$ cat src/rtl/core/fac_pkg.sv
`timescale 1ns / 1ps

package fac_pkg;

    localparam int COORD_W    = 16;
    localparam int COEF_W     = COORD_W + 1;
    localparam int PROD_W     = COEF_W + COORD_W;
    localparam int D_SHIFT    = 8;
    localparam int DSH_W      = COEF_W + D_SHIFT;
    localparam int ACC_W      = PROD_W + 3;
    localparam int ROW_DATA_W = 64;
    localparam int NUM_ROWS   = 4;
    localparam int ROW_IDX_W  = $clog2(NUM_ROWS);
    localparam int NUM_AXES   = 3;
    localparam int NUM_PLANES = 2 * NUM_AXES;

    typedef logic signed [COORD_W-1:0] t_coord;
    typedef logic signed [COEF_W-1:0]  t_coef;

    typedef struct packed {
        t_coef [NUM_AXES-1:0] n;
        t_coef                d;
        logic                 zero;
    } t_plane;

    typedef struct packed {
        logic en_mul;
        logic en_sum;
    } t_stage_ctl;

    typedef enum logic [ROW_IDX_W-1:0] {
        ROW_X = 2'd0,
        ROW_Y = 2'd1,
        ROW_Z = 2'd2,
        ROW_W = 2'd3
    } t_row_idx;

    function automatic t_coef row_elem(input logic [ROW_DATA_W-1:0] row, input int k);
        t_coord e;
        e = t_coord'(row[k*COORD_W +: COORD_W]);
        return t_coef'(e);
    endfunction

endpackage

$ cat src/rtl/core/fac_dot.sv
`timescale 1ns / 1ps

module fac_dot (
    input  logic                                    i_clk,
    input  fac_pkg::t_stage_ctl                     i_ctl,
    input  fac_pkg::t_plane                         i_plane,
    input  fac_pkg::t_coord [fac_pkg::NUM_AXES-1:0] i_lo,
    input  fac_pkg::t_coord [fac_pkg::NUM_AXES-1:0] i_hi,
    output logic                                    o_reject
);
    import fac_pkg::*;

    t_coord                    corner [NUM_AXES];
    logic signed [PROD_W-1:0]  n_prod [NUM_AXES];
    logic signed [PROD_W-1:0]  r_prod [NUM_AXES];
    logic signed [DSH_W-1:0]   n_dsh;
    logic signed [DSH_W-1:0]   r_dsh;
    logic                      r_live;
    logic signed [ACC_W-1:0]   n_acc;
    logic                      r_reject;

    always_comb begin
        for (int k = 0; k < NUM_AXES; k++) begin
            corner[k] = i_plane.n[k][COEF_W-1] ? $signed(i_lo[k]) : $signed(i_hi[k]);
            n_prod[k] = PROD_W'($signed(i_plane.n[k])) * PROD_W'($signed(corner[k]));
        end
        n_dsh = {i_plane.d, {D_SHIFT{1'b0}}};
    end

    always_ff @(posedge i_clk) begin
        if (i_ctl.en_mul) begin
            r_prod <= n_prod;
            r_dsh  <= n_dsh;
            r_live <= !i_plane.zero;
        end
    end

    assign n_acc = ACC_W'(r_prod[0]) + ACC_W'(r_prod[1]) + ACC_W'(r_prod[2]) + ACC_W'(r_dsh);

    always_ff @(posedge i_clk) begin
        if (i_ctl.en_sum) begin
            r_reject <= r_live && n_acc[ACC_W-1];
        end
    end

    assign o_reject = r_reject;

endmodule

$ cat config.mk
export PLATFORM = sky130hd
export DESIGN_NAME = fac_dot
export DESIGN_NICKNAME = d
export VERILOG_FILES = /design/src/rtl/core/fac_pkg.sv /design/src/rtl/core/fac_dot.sv
export SDC_FILE = /design/constraint.sdc
export NUM_CORES = 2
export LEC_CHECK = 0
export BUFFER_PORTS_ARGS = -buffer_cell sky130_fd_sc_hd__buf_4
export CAP_MARGIN = 20
export CORE_MARGIN = 2
export CORE_UTILIZATION = 25
export CTS_CLUSTER_DIAMETER = 200
export DETAILED_ROUTE_END_ITERATION = 10
export PLACE_DENSITY_LB_ADDON = 0.12
export SETUP_SLACK_MARGIN = 0.5
export SYNTH_ARGS = -nofsm -noshare
export SYNTH_HDL_FRONTEND = slang
export SYNTH_SLANG_ARGS = --single-unit
$ cat constraint.sdc
create_clock -name i_clk -period 16.9 [get_ports i_clk]
set_clock_uncertainty 0.15 [all_clocks]
set_input_delay 2.535 -clock i_clk [delete_from_list [all_inputs] [get_ports i_clk]]
set_output_delay 2.535 -clock i_clk [all_outputs]
set_load 0.02 [all_outputs]
# ---- Word-level counts from Yosys, hierarchy flattened
# Cells that the tools add are included.
dict set report totals {
  reg_bits 118
  latchBits 0
  ram_bits 0
  romBits 0
  input_bits 168
  out_inout_bits 1
  wordCells 17
  n_memories 0
}
dict set report op_classes {
  add_sub_neg 3
  multipliers 3
  div 0
  n_lt_le_gt_ge 0
  eq_ne 0
  shifts 0
  mux 3
  bitwise 0
  reduce_logical 2
}
# cell n
set ops {}
lappend ops {{$mul 17x16->33} 3}
lappend ops {{$mux 16} 3}
lappend ops {{$add 35x25->36} 1}
lappend ops {{$add 34x33->35} 1}
lappend ops {{$add 33x33->34} 1}
lappend ops {{$logic_and 1x1->1} 1}
lappend ops {{$logic_not 1->1} 1}

# ---- Depth between registers and ports, before layout
dict set report logic_depth {
  depth_word 4
  depth_mapped 29
  ltp_nobuf 26
}

# ---- Least setup slack after synthesis
# No wires, ideal clock.
dict set report synth_timing {
  kind {input to register}
  from {input port i_plane[34] (netlist bit)}
  to {register r_prod[98] (netlist bit) (data pin)}
  setup_ns 0.260
  arrival_ns 8.893
  t_required_ns 16.490
  path_slack_ns 7.598
  path_stages 26
  n_path_buf 3
  cell_sequence {clkbuf_1 -> buf_1 -> nand2_1 -> inv_1 -> a21o_1 -> clkbuf_1 -> nand2_1 -> fa_1 -> inv_1 -> fa_1 -> fa_1 -> fa_1 -> fa_1 -> inv_1 -> fa_1 -> inv_1 -> ha_1 -> a21o_1 -> a21o_1 -> a21oi_1 -> o21a_1 -> o21ai_2 -> a221o_2 -> a221o_1 -> a21oi_2 -> xnor2_1}
}
# item line_no
set synth_rtl {}
lappend synth_rtl {{from (decl)} fac_dot.sv:6} ;# input fac_pkg::t_plane i_plane,
lappend synth_rtl {{to (signal assigned)} fac_dot.sv:32} ;# r_prod <= n_prod;
lappend synth_rtl {{to (decl)} fac_dot.sv:15} ;# logic signed [PROD_W-1:0] r_prod [NUM_AXES];

==> results_dict.tcl <==
set metrics [dict create \
    place_ws_ps 6980 \
    path_class "primary input to flop" \
    drc 0 \
    dieArea_um2 150000 \
    gp_congestion 0.781 \
    cts_tree "yes" \
    antenna_found_initial 4 \
    syn_to_final_growth_pct 10.9 \
    clk_pin_slew_ps 60 \
    grt_setup_unrepaired "false" \
    clock_latency_ps 440 \
    first_global_vias 28200 \
    fin_tns_setup_ps 0 \
    grt-ovfl-total 0 \
    die_width_um 387 \
    ys_seq_area_share_pct 9.67 \
    num_rows 140 \
    drive_above_1_share_pct 7.06 \
    synth_edf_count 118 \
    worstPathCellList "buf_4 > inv_1 > a21oi_2 > nor2b_1 > fa_1 > inv_1 > fa_1 > inv_1 > fa_1 > fa_1 > fa_1 > inv_1 > fa_1 > inv_1 > ha_1 > nand2_1 > nor2_1 > nand2_1 > a21oi_1 > a31oi_2 > a21oi_1 > a21oi_1 > or3_1 > o311a_1" \
    min_period_ps 9510 \
    synth_warnings 0 \
    fin_crit_sh_pct 56.3 \
    crit_family "adder cells" \
    met1_usage_pct 19.0 \
    cts.repair.resized 0 \
    layout_common_cells "inv_1 (929), fa_1 (886), nand2_1 (419)" \
    crit_path_max_fanout 25 \
    hold_buffers 0 \
    dr.pass1.iters 5 \
    max-clock-path-buffers 2 \
    cp.arrival_ps 9550 \
    grt_max_degree 67 \
    cap_violations 0 \
    synth_top_area_cell "fa_1" \
    syn_area_um2 36700 \
    synth_area_leaders "fa_1 (48%), ha_1 (9.9%), edfxtp_1 (9.7%)" \
    synth_ff_type "edfxtp_1" \
    critical_path.endpoint_type "flop" \
    drt_iter0_drc 1017 \
    portBuffers 168 \
    status "finished, final reports clean" \
    slowest_delay_ps 850 \
    start_kind "primary input" \
    die_h_um 387 \
    hold_viol 0 \
    final_common_cell "inv_1" \
    synth_seq_cells 118 \
    root_buffer "clkbuf_16" \
    core_area_um2 146000 \
    met3_usage_pct 1.11 \
    use_met2_pct 25.3 \
    slew_headroom_pct 30.8 \
    synthArstFlopShare_pct 0 \
    cts.sinks 118 \
    avgRoutedWirePerCell_um 17.6 \
    num_vias 24300 \
    path_common_cell "fa_1" \
    setup_viol 0 \
    detailed_place_hpwl_mm 85.2 \
    crit_slowest_cell "a21oi_2" \
    grtUsageTotal_pct 14.2 \
    numCtsBuffers 17 \
    netlist_instances 3720 \
    ant_nets 0 \
    synth_area_per_cell_um2 9.85 \
    final_util_pct 27.9 \
    top_usage_layer "met2" \
    post_cts_buffers 0 \
    tightest_slew_ps 1030 \
    yosysTopAreaCellShare_pct 48.4 \
    synth.distinct_cells 66 \
    htreeDepth 4 \
    ios 169 \
    critPathBufInv 6 \
    fin_nets 5169 \
    via_per_inst 4.23 \
    slew_violations 0 \
    initial_core_util_pct 25.2 \
    max_freq_ghz 0.105 \
    grt_pass1_wl_mm 164 \
    syn_nets 5065 \
    wl_mm 101 \
    required_ps 16940 \
    finalWorstSetupSlack_ps 7390 \
    hold_path.class "flop to flop" \
]
==> per-stage QoR <==
stage               cells  hold slack, ps  cell area (um^2)
global placement     5722             691             40100
global route         5754             725             40600
detailed placement   5722             670             40100
floorplan            3720             363             36700
finish               5755             693             40600
CTS                  5754             702             40600
==> flip-flops by register name, summed over array words and instances, names as in the netlist <==
| signal | flops |
|---|---|
| r_prod | 99 |
| r_dsh | 17 |
| o_reject | 1 |
| r_live | 1 |
==> metal layers <==
metal	routed length [um]	share of wire, %	vias up
met5	0	0	-
met4	1260	1.2	0
met3	1960	1.9	60
met2	52000	51	264
met1	45900	45	12800
li1	-	-	11200
==> cell type report <==
cell class	instances	area [um^2]
inverter	929	3490
timing repair buffer	191	1440
multi-input combinational	2567	29300
antenna	1	2.50
tap	1917	2400
sequential	118	3540
fill	15500	105000
clock inverter	14	86.3
clock buffer	18	429
==> cells by family (layout without fill, tap and decap cells) <==
logic type	Yosys count	after routing	share of synthesized area, %
AOI/OAI and AO/OA	291	291	5.28
muxes	3	3	0.0819
other	0	1	0
and+or+nand+nor	986	986	13.4
DFF	118	118	9.67
buffers and inverters	1035	1152	10.6
xor gates and xnor gates	110	110	2.63
adders and majority gates	1177	1177	58.3
==> worst reg2reg max path, stage by stage, from the launching register on <==
cell	delay (ps)
edfxtp_1	450
fa_1	590
fa_1	420
ha_1	310
a21o_1	170
a21o_1	170
a21oi_1	140
nor2_1	60
a2111oi_0	380
nor2_1	90
a211oi_1	500
nor4_1	160
o21ai_0	500
==> synth_stat cells (57+ instances only) <==
master / instances
ha_1: 291
nor2b_1: 187
and2_1: 199
nand2_1: 419
fa_1: 886
nor2_1: 79
inv_1: 929
edfxtp_1: 118
a21oi_1: 84
a21o_1: 57
xnor2_1: 87
clkbuf_1: 103
==> path summary, 6_finish.rpt <==
check | startpoint | cells after the start | to | slack (ps)
setup / recovery | i_plane[51] | 24 | r_prod[62]$_DFFE_PP_ | 7390
hold / removal | r_live$_DFFE_PP_ | 2 | o_reject$_DFFE_PP_ | 690
setup reg to reg | r_prod[12]$_DFFE_PP_ | 12 | o_reject$_DFFE_PP_ | 12540
hold reg to reg | r_live$_DFFE_PP_ | 2 | o_reject$_DFFE_PP_ | 690
Power is left out: the tool's default activity adds up to more than one toggle a clock period on the data nets, which glitch-free logic cannot reach.
