### src/rtl/core/fac_pkg.sv
`timescale 1ns / 1ps

package fac_pkg;

    localparam int COORD_W    = 16;
    localparam int COEF_W     = COORD_W + 1;
    localparam int PROD_W     = COEF_W + COORD_W;
    localparam int D_SHIFT    = 8;
    localparam int DSH_W      = COEF_W + D_SHIFT;
    localparam int ACC_W      = PROD_W + 3;
    localparam int ROW_DATA_W = 64;
    localparam int NUM_ROWS   = 4;
    localparam int ROW_IDX_W  = $clog2(NUM_ROWS);
    localparam int NUM_AXES   = 3;
    localparam int NUM_PLANES = 2 * NUM_AXES;

    typedef logic signed [COORD_W-1:0] t_coord;
    typedef logic signed [COEF_W-1:0]  t_coef;

    typedef struct packed {
        t_coef [NUM_AXES-1:0] n;
        t_coef                d;
        logic                 zero;
    } t_plane;

    typedef struct packed {
        logic en_mul;
        logic en_sum;
    } t_stage_ctl;

    typedef enum logic [ROW_IDX_W-1:0] {
        ROW_X = 2'd0,
        ROW_Y = 2'd1,
        ROW_Z = 2'd2,
        ROW_W = 2'd3
    } t_row_idx;

    function automatic t_coef row_elem(input logic [ROW_DATA_W-1:0] row, input int k);
        t_coord e;
        e = t_coord'(row[k*COORD_W +: COORD_W]);
        return t_coef'(e);
    endfunction

endpackage

### src/rtl/core/fac_plane.sv
`timescale 1ns / 1ps

module fac_plane (
    input  logic                           i_clk,
    input  logic                           i_rst_n,
    input  logic                           i_cfg_we,
    input  logic [fac_pkg::ROW_IDX_W-1:0]  i_cfg_idx,
    input  logic [fac_pkg::ROW_DATA_W-1:0] i_cfg_data,
    output fac_pkg::t_plane                o_plane [fac_pkg::NUM_PLANES]
);
    import fac_pkg::*;

    logic [ROW_DATA_W-1:0] r_row_x;
    logic [ROW_DATA_W-1:0] r_row_y;
    logic [ROW_DATA_W-1:0] r_row_z;
    logic [ROW_DATA_W-1:0] r_row_w;
    logic [ROW_DATA_W-1:0] src_row [NUM_AXES];
    t_plane                n_plane [NUM_PLANES];
    t_plane                r_plane [NUM_PLANES];

    always_ff @(posedge i_clk) begin
        if (!i_rst_n) begin
            r_row_x <= '0;
            r_row_y <= '0;
            r_row_z <= '0;
            r_row_w <= '0;
        end else if (i_cfg_we) begin
            case (t_row_idx'(i_cfg_idx))
                ROW_X:   r_row_x <= i_cfg_data;
                ROW_Y:   r_row_y <= i_cfg_data;
                ROW_Z:   r_row_z <= i_cfg_data;
                ROW_W:   r_row_w <= i_cfg_data;
                default: ;
            endcase
        end
    end

    assign src_row[0] = r_row_x;
    assign src_row[1] = r_row_y;
    assign src_row[2] = r_row_z;

    for (genvar p = 0; p < NUM_PLANES; p++) begin : g_plane
        localparam int SRC = p / 2;
        localparam bit NEG = (p % 2) == 1;

        always_comb begin
            for (int k = 0; k < NUM_AXES; k++) begin
                n_plane[p].n[k] = NEG ? row_elem(r_row_w, k) - row_elem(src_row[SRC], k)
                                      : row_elem(r_row_w, k) + row_elem(src_row[SRC], k);
            end
            n_plane[p].d    = NEG ? row_elem(r_row_w, NUM_AXES) - row_elem(src_row[SRC], NUM_AXES)
                                  : row_elem(r_row_w, NUM_AXES) + row_elem(src_row[SRC], NUM_AXES);
            n_plane[p].zero = (n_plane[p].n == '0);
        end

        always_ff @(posedge i_clk) begin
            if (!i_rst_n) begin
                r_plane[p] <= '{n: '0, d: '0, zero: 1'b1};
            end else begin
                r_plane[p] <= n_plane[p];
            end
        end

        assign o_plane[p] = r_plane[p];
    end

endmodule

### config.mk
export PLATFORM = sky130hd
export DESIGN_NAME = fac_plane
export DESIGN_NICKNAME = d
export VERILOG_FILES = /design/src/rtl/core/fac_pkg.sv /design/src/rtl/core/fac_plane.sv
export SDC_FILE = /design/constraint.sdc
export NUM_CORES = 2
export LEC_CHECK = 0
export BUFFER_PORTS_ARGS = -buffer_cell sky130_fd_sc_hd__buf_2
export CORE_ASPECT_RATIO = 1.25
export CORE_MARGIN = 2
export CORE_UTILIZATION = 64
export CTS_CLUSTER_SIZE = 16
export DETAILED_ROUTE_END_ITERATION = 7
export PLACE_DENSITY = 0.87
export RECOVER_POWER = 100
export REMOVE_ABC_BUFFERS = 1
export SLEW_MARGIN = 10
export SYNTH_ARGS = -nofsm -noshare
export SYNTH_HDL_FRONTEND = slang
export SYNTH_SLANG_ARGS = --single-unit
### constraint.sdc
create_clock -name i_clk -period 7.15 [get_ports i_clk]
set_input_delay 0.715 -clock i_clk [delete_from_list [all_inputs] [get_ports i_clk]]
set_output_delay 0.715 -clock i_clk [all_outputs]
set_load 0.05 [all_outputs]
## After elaboration in Yosys (flattened, before gate mapping)

Memories as Yosys holds them, arrays and structs flattened.
Cells that the tools add are included.

- Memories kept: 1
- Output and inout bits: 414
- Bits in writable memories: 414
- Register bits: 256
- Input bits: 69
- Word-level logic and storage cells: 57

- Muxes and demuxes: 8
- Bitwise gates (word level): 6
- Add/sub/neg operators: 24
- Reductions and logical operators: 11
- Equal/unequal tests: 3

Memory list:

| name | words | width | rd ports | clocked after Yosys merged registers in | wr ports | RTL line | text |
|---|---|---|---|---|---|---|---|
| r_plane | 6 | 69 | 6 | 0 | 6 | fac_plane.sv:19 | `t_plane r_plane [NUM_PLANES];` |

Operators by type and width:

| operator | count |
|---|---|
| 69-bit two-way mux | 6 |
| 51-bit zero test | 6 |
| 16-bit by 16-bit adder with 17-bit output | 12 |
| 16-bit by 16-bit subtractor with 17-bit output | 12 |
| 2-bit AND reduction | 4 |
| 1-bit bitwise OR | 6 |
| 2-bit == test, second input constant | 2 |
| 2-bit by 1-bit == test with 1-bit output, second input constant | 1 |
| 2-bit zero test | 1 |
| 1-bit two-way mux | 2 |

## Logic depth before layout (Yosys ltp)

- Depth in word-level cells: 3
- Depth in mapped cells: 13
- Mapped depth without buffers: 12

## Worst setup path before layout

No wires, ideal clock.

- Kind: register to register
- Start point: register r_row_w[33]
- End point: memory r_plane[2][69] (netlist name)
- Arrival time: 3640 ps
- Data required time: 7081 ps
- Cell stages (with the launch flop): 12
- Library setup time: 69 ps
- Path slack: 3441 ps
- Clock period less this slack: 3709 ps
- Path buffers: 0
- Path through: dfxtp_1 -> inv_1 -> fa_1 -> nand2b_1 -> a211oi_1 -> o211a_1 -> mux2_1 -> or4b_1 -> nor4_1 -> nand4_1 -> or4_1 -> o21ai_1

RTL lines:

| element | RTL line | text |
|---|---|---|
| start: declaration | fac_plane.sv:16 | `logic [ROW_DATA_W-1:0] r_row_w;` |
| start signal: assignment | fac_plane.sv:32 | `ROW_W: r_row_w <= i_cfg_data;` |
| end: declaration | fac_plane.sv:19 |  |

==> summary.txt <==
Run status
  – Outcome: finished, violations left
  – Failing checks: capacitance limit, slew limit

Cells and area
  – Layout overhead on the synthesized area: 11.0%
  – Final core utilization: 0.721
  – Share of cells above drive strength 1: 0.0476
  – NumNets Final: 5,656
  – Most frequent cells in the layout: dfxtp_1 (658), nand2_1 (624), a21oi_1 (487), clkbuf_1 (427), nor2_1 (389)
  – Most common library cell in the layout ignoring fill and taps: dfxtp_1

Floorplanning
  – I/O pins: 483
  – Starting Density: 0.649
  – Die Wd: 224 um
  – Die height: 279 um
  – Full die area: 62,600 um2
  – Row count: 100
  – Core area: 59,800 um2

Clocking
  – CTS tree: yes
  – Hold Buf Count CTS: 0
  – CTS buffer count: 67
  – CTS sink cnt: 658
  – Post-CTS Resized: 0
  – Htree depth: 3
  – CTS clk-pin slew, worst paths: 0.06 ns
  – CTS root buf: clkbuf_16
  – Clk_lat worst skew: 0.63 ns
  – CTS Buffer Depth: 3
  – Post-CTS setup buffers: 0

Place
  – Gpl congestion: 1.09
  – Detail Placement HPWL: 108,000 um
  – Port buffer count: 482

STA
  – Post-Route Skew: 0.0250 ns
  – Fmax: 171 MHz
  – Period utilization: 0.817
  – Worst-Margin Slew: 4.87 ns
  – Slew Limit Fails: 300
  – Final Setup Violations: 0
  – RSZ-0062 raised after global routing: no
  – Slew headroom: -2.25
  – Final hold violations: 0
  – Sum Neg Setup Slack: 0 ns
  – Min Hold Slack: 0.364 ns
  – Min cycle time layout: 5.84 ns

Route
  – Via Count: 37,400
  – Via-to-Cell Ratio: 6.23
  – Final WL: 143,000 um
  – Post-route ant nets: 0
  – DRC: 0
  – Number of detailed-route iterations in the first pass: 6
  – Wire length per cell: 23.8 um
  – Initial drt markers: 3,514

Power
  – Design Power: 10.6 mW
  – Power Density: 245 nW/um2
  – Internal power: 6.68 mW
  – Flop pwr share: 0.386
  – Worst vdd ir: 0.000219 V
  – Switching Power: 3.90 mW
  – Comb power frac: 0.280
  – Leakage: 17.9 nW
  – Switching share of power: 0.369
  – Clock share of power: 0.334

GRT
  – GRT Overall Usage: 0.442
  – Antenna violations before repair: 9
  – Vias in the first global route: 35,700
  – Largest net degree at the start of global routing: 163
  – Global route total overflow: 0
  – First-pass GRT wire length: 210,000 um

Synthesis
  – Synth Warn #: 0
  – Post-Syn Area: 38,800 um2
  – #FFs+latches synth: 658
  – Post-synth EDFFs: 0
  – Syn_area_per_cell: 8.01 um2
  – Fraction of registers with async set/reset: 0
  – Post-synth cell types: 86
  – Seq/Total Area, Yosys: 0.339
  – Synthesized instance count: 4,845
  – Post-synth top flop: dfxtp_1

Setup path
  – Crit Path Class: input pin to flop
  – Setup crit end kind: flop
  – Worst path depth: 4
  – Delay-heaviest family, CP: buffers and inverters
  – Crit path DAT: 6.13 ns
  – Critical path required time: 7.44 ns
  – Slowest cell on the critical path: clkbuf_1
  – Crit-path most repeated cell: clkbuf_1
  – Crit path cell chain: buf_4 > clkbuf_1 > clkbuf_1 > o21ai_0
  – Worst path bufs/invs: 3
  – Critical Path Max Stage Delay: 3.02 ns
  – Startpoint Class: input pin
  – CP Max Fanout: 102
  – R2R depth: 11

Flow run
  – Max-cap viol count: 3

Min path
  – Hold Path Class: input pin to flop
  – Hold path cells: 3
logic make-up after synthesis:
logic type | count (synthesis) | share of synthesized area
compound gates | 1111 | 0.184
xor+xnor | 219 | 0.0494
flops | 658 | 0.339
fa+ha+maj | 408 | 0.136
simple gates | 1836 | 0.228
buf+inv | 600 | 0.0596
mux | 13 | 0.00348
power by group through the flow:
stage	sequential, mW	combinational [mW]	clock (mW)
after floorplan	4.93	1.28	0
after global placement	4.14	2.91	0
after detailed placement	4.15	2.94	0
after CTS	4.07	2.96	3.53
after global routing	4.11	3.10	3.68
final	4.09	2.96	3.53
registers in the layout, summed over array words and instances (netlist names):
signal,cells
r_row_w,64
r_row_z,64
r_row_x,64
r_plane,402
r_row_y,64
Yosys cell counts (all sizes together) (24+ instances only):
cell type	count	area [um2]
a2111oi	35	307
a211oi	46	345
a21o	41	308
a21oi	487	2440
a31oi	45	282
and2	137	857
and3	43	269
buf	34	190
clkbuf	212	796
dfxtp	658	13200
fa	24	480
ha	384	4800
inv	349	1310
nand2	624	2340
nand2b	61	382
nand3	77	385
nand4	32	200
nor2	390	1460
nor2b	83	519
nor3	148	741
nor3b	26	195
nor4	52	325
o211ai	26	195
o21a	34	255
o21ai	128	641
o21bai	34	255
o31a	24	210
o31ai	36	270
or3	63	394
or4	28	210
xnor2	173	1520
xor2	46	403
layer usage:
metal,vias up,track usage,part of all wire
met5,-,0,0
met4,0,0.380,0.10
met3,587,0.117,0.093
met2,1923,0.723,0.45
met1,17500,0.475,0.35
li1,17300,-,-
final cells by class:
| type | count | area [um2] |
|---|---|---|
| Timing Repair Buffer | 511 | 2120 |
| Antenna cell | 7 | 17.5 |
| Clock inverter | 35 | 377 |
| Multi-Input combinational cell | 3587 | 23300 |
| Inverter | 354 | 1330 |
| Fill cell | 4995 | 16700 |
| Tap cell | 765 | 957 |
| Clock buffer | 83 | 1790 |
| Sequential cell | 658 | 13200 |
path summary, 6_finish.rpt:
kind | startpoint | slack (ns) | endpoint
setup / recovery | i_rst_n | 1.31 | r_plane[2][69]$_SDFF_PN1_
hold / removal | i_cfg_data[33] | 0.36 | r_row_y[33]$_SDFFE_PN0P_
setup reg to reg | r_row_w[33]$_SDFFE_PN0P_ | 2.35 | r_plane[2][69]$_SDFF_PN1_
hold reg to reg | r_row_x[35]$_SDFFE_PN0P_ | 0.47 | r_row_x[35]$_SDFFE_PN0P_
worst reg2reg max path, delay by kind of cell, from the launching register on:
| kind | cells | cell delay, ns |
|---|---|---|
| AOI/OAI and AO/OA | 4 | 1.87 |
| DFF | 1 | 0.63 |
| and+or+nand+nor | 5 | 1.39 |
| buffers and inverters | 1 | 0.23 |
| adders and majority gates | 1 | 0.56 |
through the flow:
stage	instance area, um2	worst slack (ns)	std cells
floorplan	37800	1.68	4599
global placement	41500	2.74	5875
detailed placement	41500	2.52	5875
CTS	43600	2.49	5993
global route	43100	1.09	5996
finish	43100	1.31	6000
(Power assumes the default switching activity.)
